[config.mk]
export PLATFORM = sky130hd
export DESIGN_NAME = media_header_page_tracker_core
export DESIGN_NICKNAME = d
export VERILOG_FILES = /design/src/hw/rtl/mhpt_pkg.sv /design/src/hw/rtl/mhpt_cell.sv /design/src/hw/rtl/media_header_page_tracker_core.sv
export SDC_FILE = /design/constraint.sdc
export NUM_CORES = 2
export LEC_CHECK = 0
export BUFFER_PORTS_ARGS = -buffer_cell sky130_fd_sc_hd__buf_4
export CORE_UTILIZATION = 30
export DETAILED_ROUTE_END_ITERATION = 7
export PLACE_DENSITY = 0.56
export SLEW_MARGIN = 40
export SYNTH_ARGS = -nofsm -noshare
export SYNTH_HDL_FRONTEND = slang
export SYNTH_SLANG_ARGS = --single-unit
[constraint.sdc]
create_clock -name clk -period 4.6 [get_ports clk]
set_clock_uncertainty 0.05 [all_clocks]
set_input_delay 0.23 -clock clk [delete_from_list [all_inputs] [get_ports clk]]
set_output_delay 0.23 -clock clk [all_outputs]
set_load 0.02 [all_outputs]
[src/hw/rtl/mhpt_pkg.sv]
// ----------------------------------------------------------------------------
// Header page tracker package
// Shared types and constants for the tracker top level and its entry cells.
// ----------------------------------------------------------------------------
package mhpt_pkg;

  // Magic words of the main stream and of a data stream, byte 0 in bits 7:0.
  localparam logic [63:0] MAIN_TAG = 64'h0078_6564_6F6E_6E41;
  localparam logic [63:0] DATA_TAG = 64'h0061_7461_4478_6E41;

  localparam int SERIAL_W = 32;
  localparam int COUNT_W  = 32;

  // Phase codes as seen on the output.
  typedef enum logic [2:0] {
    PH_NOTHING     = 3'd0,
    PH_MAIN_BEGIN  = 3'd1,
    PH_MAIN_END    = 3'd2,
    PH_ALL_HEADERS = 3'd3,
    PH_INVALID     = 3'd4
  } phase_t;

  // Scan token passed from cell to cell during a header page lookup.
  typedef struct packed {
    logic active;   // token is at this cell in this cycle
    logic fwd;      // some matching entry was decremented
    logic bad;      // some matching entry was already zero
    logic nonzero;  // some recorded count is still nonzero
  } mhpt_tok_t;

  // Append of a new data stream entry.
  typedef struct packed {
    logic                en;
    logic [SERIAL_W-1:0] serial;
    logic [COUNT_W-1:0]  count;
  } mhpt_wr_t;

endpackage

[src/hw/rtl/mhpt_cell.sv]
// ----------------------------------------------------------------------------
// Header page tracker entry cell
// Holds one stream entry and processes the scan token as it passes by.
// ----------------------------------------------------------------------------
module mhpt_cell #(
  parameter int MAX_STREAMS = 16,
  parameter int IDX         = 0
) (
  input  logic                                clk,
  input  logic                                rst,
  input  mhpt_pkg::mhpt_wr_t                  wr,
  input  logic [$clog2(MAX_STREAMS+1)-1:0]    used,
  input  logic [mhpt_pkg::SERIAL_W-1:0]       scan_serial,
  input  mhpt_pkg::mhpt_tok_t                 tok_in,
  output mhpt_pkg::mhpt_tok_t                 tok_out
);
  import mhpt_pkg::*;

  localparam int UW = $clog2(MAX_STREAMS + 1);

  logic [SERIAL_W-1:0] serial;
  logic [COUNT_W-1:0]  count;
  logic [COUNT_W-1:0]  count_after;
  logic                live;
  logic                hit;
  logic                dec;

  assign live        = UW'(IDX) < used;
  assign hit         = live && (serial == scan_serial);
  assign dec         = hit && (count != '0);
  assign count_after = dec ? count - COUNT_W'(1) : count;

  always_ff @(posedge clk) begin
    if (wr.en && used == UW'(IDX)) begin
      serial <= wr.serial;
      count  <= wr.count;
    end else if (tok_in.active) begin
      count <= count_after;
    end
  end

  always_ff @(posedge clk) begin
    if (rst) begin
      tok_out.active <= 1'b0;
    end else begin
      tok_out.active <= tok_in.active;
    end
    tok_out.fwd     <= tok_in.fwd | dec;
    tok_out.bad     <= tok_in.bad | (hit && count == '0);
    tok_out.nonzero <= tok_in.nonzero | (live && count_after != '0);
  end

endmodule

[src/hw/rtl/media_header_page_tracker_core.sv]
// ----------------------------------------------------------------------------
// Media header page tracker
// Follows the header pages of a multiplexed container and flags those to keep.
// ----------------------------------------------------------------------------
// Each input item summarizes one container page; each yields exactly one
// result item holding a forward flag and the phase after that page. The
// block first expects the single-packet beginning page of the main stream,
// then records the serial and declared header count of every data-stream
// beginning page in a row of MAX_STREAMS entry cells, until the main stream's
// end page arrives. After that each page is looked up by a token that walks
// the cell row one cell per cycle: matching entries are counted down, and the
// token gathers whether any count is still nonzero. Pages outside the header
// phase are finished at acceptance; a page in the header phase is finished
// when the token comes back from the end of the row. One item is in work at
// a time, and an item is taken only when the result register is empty or
// being emptied. Entry tables need no clearing after reset: the fill count
// marks which cells hold entries.
// ----------------------------------------------------------------------------
module media_header_page_tracker_core #(
  parameter int MAX_STREAMS = 16
) (
  input  logic         clk,
  input  logic         rst,
  input  logic         s_tvalid,
  output logic         s_tready,
  // [7:0] packet_total, [39:8] stream_serial, [103:40] magic_bytes,
  // [135:104] declared_headers
  input  logic [135:0] s_tdata,
  input  logic         s_tuser,   // begin_flag
  input  logic         s_tlast,   // end_flag
  output logic         m_tvalid,
  input  logic         m_tready,
  // [0] forward, [3:1] phase, [7:4] zero
  output logic [7:0]   m_tdata
);
  import mhpt_pkg::*;

  localparam int UW = $clog2(MAX_STREAMS + 1);

  typedef enum logic {
    S_IDLE,
    S_SCAN
  } state_t;

  state_t              state;
  phase_t              phase_reg;
  logic [SERIAL_W-1:0] main_serial;
  logic [SERIAL_W-1:0] scan_serial;
  logic [UW-1:0]       used;
  logic                start;
  logic                out_fwd;
  phase_t              out_phase;

  // Unpacked input fields.
  logic [7:0]          packet_total;
  logic                begin_flag;
  logic                end_flag;
  logic [SERIAL_W-1:0] stream_serial;
  logic [63:0]         magic_bytes;
  logic [COUNT_W-1:0]  declared_headers;

  assign packet_total     = s_tdata[7:0];
  assign stream_serial    = s_tdata[39:8];
  assign magic_bytes      = s_tdata[103:40];
  assign declared_headers = s_tdata[135:104];
  assign begin_flag       = s_tuser;
  assign end_flag         = s_tlast;

  logic accept;
  logic main_page;
  logic data_page;
  logic table_full;

  assign s_tready   = (state == S_IDLE) && (!m_tvalid || m_tready);
  assign accept     = s_tvalid && s_tready;
  assign main_page  = packet_total == 8'd1 && begin_flag && magic_bytes == MAIN_TAG;
  assign data_page  = packet_total == 8'd1 && begin_flag && magic_bytes == DATA_TAG;
  assign table_full = used == UW'(MAX_STREAMS);

  // A data-stream beginning page appends an entry at the fill count.
  mhpt_wr_t wr;
  assign wr.en     = accept && phase_reg == PH_MAIN_BEGIN && data_page && !table_full;
  assign wr.serial = stream_serial;
  assign wr.count  = declared_headers;

  // Token chain through the entry cells.
  mhpt_tok_t tok [0:MAX_STREAMS];
  assign tok[0] = '{active: start, fwd: 1'b0, bad: 1'b0, nonzero: 1'b0};

  for (genvar k = 0; k < MAX_STREAMS; k++) begin : g_cell
    mhpt_cell #(
      .MAX_STREAMS (MAX_STREAMS),
      .IDX         (k)
    ) u_cell (
      .clk         (clk),
      .rst         (rst),
      .wr          (wr),
      .used        (used),
      .scan_serial (scan_serial),
      .tok_in      (tok[k]),
      .tok_out     (tok[k+1])
    );
  end

  mhpt_tok_t tok_end;
  assign tok_end = tok[MAX_STREAMS];

  // A result is loaded either by a page finished at acceptance or by the
  // scan token coming back from the end of the row.
  logic result_load;
  assign result_load = (accept && phase_reg != PH_MAIN_END) ||
                       (state == S_SCAN && tok_end.active);

  // Result of a page finished at acceptance, for the phases handled without a scan.
  phase_t ph_next;
  logic   fwd_next;

  always_comb begin
    ph_next  = phase_reg;
    fwd_next = 1'b0;
    unique case (phase_reg)
      PH_NOTHING: begin
        if (main_page) begin
          ph_next  = PH_MAIN_BEGIN;
          fwd_next = 1'b1;
        end else begin
          ph_next = PH_INVALID;
        end
      end
      PH_MAIN_BEGIN: begin
        if (data_page) begin
          if (!table_full) begin
            fwd_next = 1'b1;
          end else begin
            ph_next = PH_INVALID;
          end
        end else if (end_flag && stream_serial == main_serial) begin
          ph_next  = PH_MAIN_END;
          fwd_next = 1'b1;
        end else begin
          ph_next = PH_INVALID;
        end
      end
      default: begin
        // Header phase goes through the scan; later phases ignore the page.
      end
    endcase
  end

  // Phase after a scan: all counts at zero wins over a zero-count hit.
  phase_t ph_scan;
  always_comb begin
    priority if (!tok_end.nonzero) begin
      ph_scan = PH_ALL_HEADERS;
    end else if (tok_end.bad) begin
      ph_scan = PH_INVALID;
    end else begin
      ph_scan = phase_reg;
    end
  end

  always_ff @(posedge clk) begin
    if (rst) begin
      state       <= S_IDLE;
      phase_reg   <= PH_NOTHING;
      main_serial <= '0;
      used        <= '0;
      start       <= 1'b0;
      m_tvalid    <= 1'b0;
    end else begin
      start <= accept && phase_reg == PH_MAIN_END;
      if (result_load) begin
        m_tvalid <= 1'b1;
      end else if (m_tvalid && m_tready) begin
        m_tvalid <= 1'b0;
      end
      unique case (state)
        S_IDLE: begin
          if (accept) begin
            if (phase_reg == PH_MAIN_END) begin
              scan_serial <= stream_serial;
              state       <= S_SCAN;
            end else begin
              phase_reg <= ph_next;
              out_fwd   <= fwd_next;
              out_phase <= ph_next;
              if (phase_reg == PH_NOTHING && main_page) begin
                main_serial <= stream_serial;
              end
              if (wr.en) begin
                used <= used + UW'(1);
              end
            end
          end
        end
        S_SCAN: begin
          if (tok_end.active) begin
            phase_reg <= ph_scan;
            out_fwd   <= tok_end.fwd;
            out_phase <= ph_scan;
            state     <= S_IDLE;
          end
        end
        default: begin
          state <= S_IDLE;
        end
      endcase
    end
  end

  assign m_tdata = {4'b0000, out_phase, out_fwd};

  // The scan token only comes back while a scan is in progress.
  assert property (@(posedge clk) disable iff (rst)
    tok_end.active |-> state == S_SCAN)
    else $error("scan token returned outside a scan");

  // A scan is only launched from a page taken in the header phase.
  assert property (@(posedge clk) disable iff (rst)
    start |-> $past(accept) && $past(phase_reg) == PH_MAIN_END)
    else $error("scan started without a header phase page");

  // The fill count never passes the number of cells.
  assert property (@(posedge clk) disable iff (rst)
    used <= UW'(MAX_STREAMS))
    else $error("entry fill count overflow");

  // Entries are only appended while collecting data stream beginnings.
  assert property (@(posedge clk) disable iff (rst)
    used != $past(used) |-> $past(phase_reg) == PH_MAIN_BEGIN)
    else $error("entry appended outside the collection phase");

endmodule
==> flow_summary.yaml <==
outcome:
  status: "complete, no violations"
layout:
  final_util_pct: 34.77
  drive_gt1_share_pct: 10.27
  fin_area_sq_um: 72950
  multi_input_area_sq_um: 27670
  n_fill_cell: 21050
  area_growth_syn_to_layout_pct: 15.09
  nets: 6309
  antenna_cells: 0
  top_regs: "g_cell.u_cell.count: 512 flops, g_cell.u_cell.serial: 512 flops, g_cell.u_cell.tok_out: 64 flops"
  ff_latch_area_sq_um: 33970
detailed_routing:
  viasPerCell: 5.330
  ant_nets: 0
  first_iter_violations: 5138
  first_pass_iters: 6
  wl_per_cell_um: 24.19
  drc: 0
  vias: 48230
  wirelength_mm: 218.9
placed_design:
  hpwlAfterDp_mm: 139.7
  place.gp.congestion: 0.9198
  dpl_cell_area_sq_um: 68030
  io_buffers: 147
sta:
  setup_violations: 0
  min_period_ns: 4.121
  maxSlewViolCount: 0
  grt_setup_unrepaired: "false"
  hold_viol_final: 0
  tightest_slew_ns: 0.8524
  finalSetupTns_ns: 0
  period_share_pct: 89.59
  max_freq_mhz: 242.6
  slew_headroom_pct: 42.65
power_and_ir_drop:
  cellPowerDensity_nw_per_um2: 314.4
  fin_total_pwr_mw: 22.93
  peakVddDrop_mv: 0.3958
  p_leak_nw: 20.56
critical_path:
  crit_path_end_kind: "flop"
  critPathTopFamily: "simple AND/OR/NAND/NOR gates"
  reg2regPathDepth: 11
  crit_buf_inv: 2
  crit_fanout: 10
  path_cells: "buf_4, xor2_1, nor4_1, nand4_1, buf_4, nor4_2, nand2_1, nor4_1, xor2_1, a2111oi_0, a31oi_1"
  required_ns: 5.21
  critical_path_cell_count: 11
  reg2reg_slack_ns: 0.48
  worst_setup_path_start_kind: "flop"
  worstSetupPathType: "reg2reg"
  worst_path_max_delay_cell: "edfxtp_1"
  max_stage_delay_ns: 0.56
  crit_arrival_ns: 4.74
clocking:
  cts_tree: "yes"
  clockBufferDepth: 3
  cts_max_level: 4
  clkSlewWorstSetupHoldPaths_ns: 0.06
  clk-insertion-delay-late_ns: 0.80
  numCtsBuffers: 135
  clockRootBuffer: "clkbuf_16"
  clock-sinks: 1167
logic_synthesis:
  synthArstFlopShare_pct: 0
  synth_top_family_by_area: "simple AND/OR/NAND/NOR gates"
  synth_xor_area_share_pct: 14.31
  synth_seq_cells: 1167
  synth.distinct_cells: 97
  synth_edf_count: 1060
  ys_warn_count: 0
  synth_compound_area_share_pct: 7.517
  synthAdderAreaFrac_pct: 0.6711
  synth-simple-area-share_pct: 19.92
  synthMuxAreaShare_pct: 1.026
  synthCells: 5969
  syn_area_per_cell_sq_um: 10.62
  synth_area_sq_um: 63390
  seq_area_frac_synth_pct: 53.60
  synthFlopType: "edfxtp_1"
floorplanning:
  start_util_pct: 30.22
  die_w_um: 461.7
  rows: 168
  die_area_sq_um: 213100
  die_h_um: 461.7
  coreArea_sq_um: 209800
  io_pins: 152
grt:
  grt_pass1_vias: 45160
  grt.total_usage_pct: 20.18
  grt_start_max_net_pins: 85
  grt_pass1_wl_mm: 316.8
  overflow: 0
  grt_antenna_before_repair: 9
min_path:
  hp-class: "in2reg"
  hold_path_depth: 3
run:
  cap_violations: 0
## metrics by stage
| stage | setup WS (ns) | hold slack [ns] | cells |
|---|---|---|---|
| global route | 0.07220 | 0.01597 | 9048 |
| finish | 0.4787 | 0.03291 | 9048 |
| global placement | 0.3299 | 0.3433 | 8748 |
| CTS | 0.3137 | 0.002280 | 9047 |
| detailed placement | 0.3168 | 0.3538 | 8748 |
| floorplan | 0.7712 | 0.2789 | 5972 |
## logic make-up (layout without fill, tap and decap cells)
kind of cell / after synthesis / in the layout
simple gates: 2425 / 2425
flops: 1167 / 1167
xor+xnor: 1036 / 1036
compound gates: 811 / 811
buf+inv: 432 / 703
mux: 63 / 63
fa+ha+maj: 34 / 34
other cells: 1 / 4
## cell usage in the layout (no fill, tap or decap), types with 107 or more instances in the layout
cell and count:
clkbuf_16 137, edfxtp_1 1060, nor3_1 219, nor2_1 524, nand3_1 133, nor4_1 242
o21ai_0 389, xor2_1 561, dfxtp_1 107, a21oi_1 180, buf_4 305, nand2_1 608
nand4_1 133, xnor2_1 475
## final timing paths
path,start,end
max,scan_serial[19],g_cell[6].u_cell.tok_out[0]
min,s_tdata[133],g_cell[6].u_cell.count[29]
max reg2reg,scan_serial[19],g_cell[6].u_cell.tok_out[0]
min reg2reg,g_cell[10].u_cell.tok_out[2],g_cell[11].u_cell.tok_out[2]
## layer usage
metal	share of wire, %	global-route usage [%]
met1	44	28.10
met2	46	32.32
met3	6.5	2.673
met4	3.1	6.389
met5	0.012	0
## cells in the mapped netlist, types with 9 or more instances
cell	instances	share of area [%]
edfxtp_1	1060	50
nand2_1	610	3.6
xor2_1	561	7.8
nor2_1	524	3.1
xnor2_1	475	6.6
o21ai_0	389	3.1
nor4_1	250	2.5
nor3_1	222	1.8
clkbuf_1	204	1.2
a21oi_1	180	1.4
nand3_1	134	1.1
nand4_1	133	1.3
dfxtp_1	107	3.4
or3_1	96	0.95
buf_2	81	0.64
inv_1	73	0.43
or4_1	55	0.65
nand2b_1	51	0.50
mux2i_1	47	0.74
a31oi_1	46	0.45
nor2b_1	37	0.37
buf_1	36	0.21
nor4b_1	36	0.50
nand4b_1	35	0.48
ha_1	34	0.67
or2_2	34	0.34
and3_1	32	0.32
and2_1	27	0.27
nand3b_1	27	0.32
nor3b_1	26	0.31
o211ai_1	19	0.23
buf_4	17	0.20
mux2_2	16	0.28
a21o_1	15	0.18
nor4bb_1	14	0.22
and4_1	13	0.18
o31ai_1	13	0.15
and4b_1	12	0.19
a311oi_1	11	0.15
buf_6	11	0.20
clkinv_1	10	0.059
o21ai_1	10	0.079
a2111oi_0	9	0.12
nor4_2	9	0.18
## layout make-up
cell class | count | share of cell area (%)
flip-flops and latches | 1167 | 46.57
multi-input cells | 4373 | 37.93
clock buffers | 171 | 4.929
well taps | 2805 | 4.811
repair buffers | 373 | 4.267
clock inverters | 76 | 1.063
inverters | 83 | 0.4271
## power by group
group          switching, mW  leakage, nW  total, mW  internal [mW]
combinational          0.475         9.71      0.604          0.129
sequential           0.00264         8.73       11.5           11.5
clock                   4.69         2.12       10.9           6.17
## worst min-delay path, stage by stage
cell and delay, ns:
buf_4 0.28, nand2_1 0.12, o21ai_1 0.05
## timing repair
item | CTS | global route
gates resized for setup | 0 | 0
hold endpoints to repair | 637 | 0
hold buffers | 52 | 0
buffers inserted | 0 | 0
(Power assumes the default switching activity.)
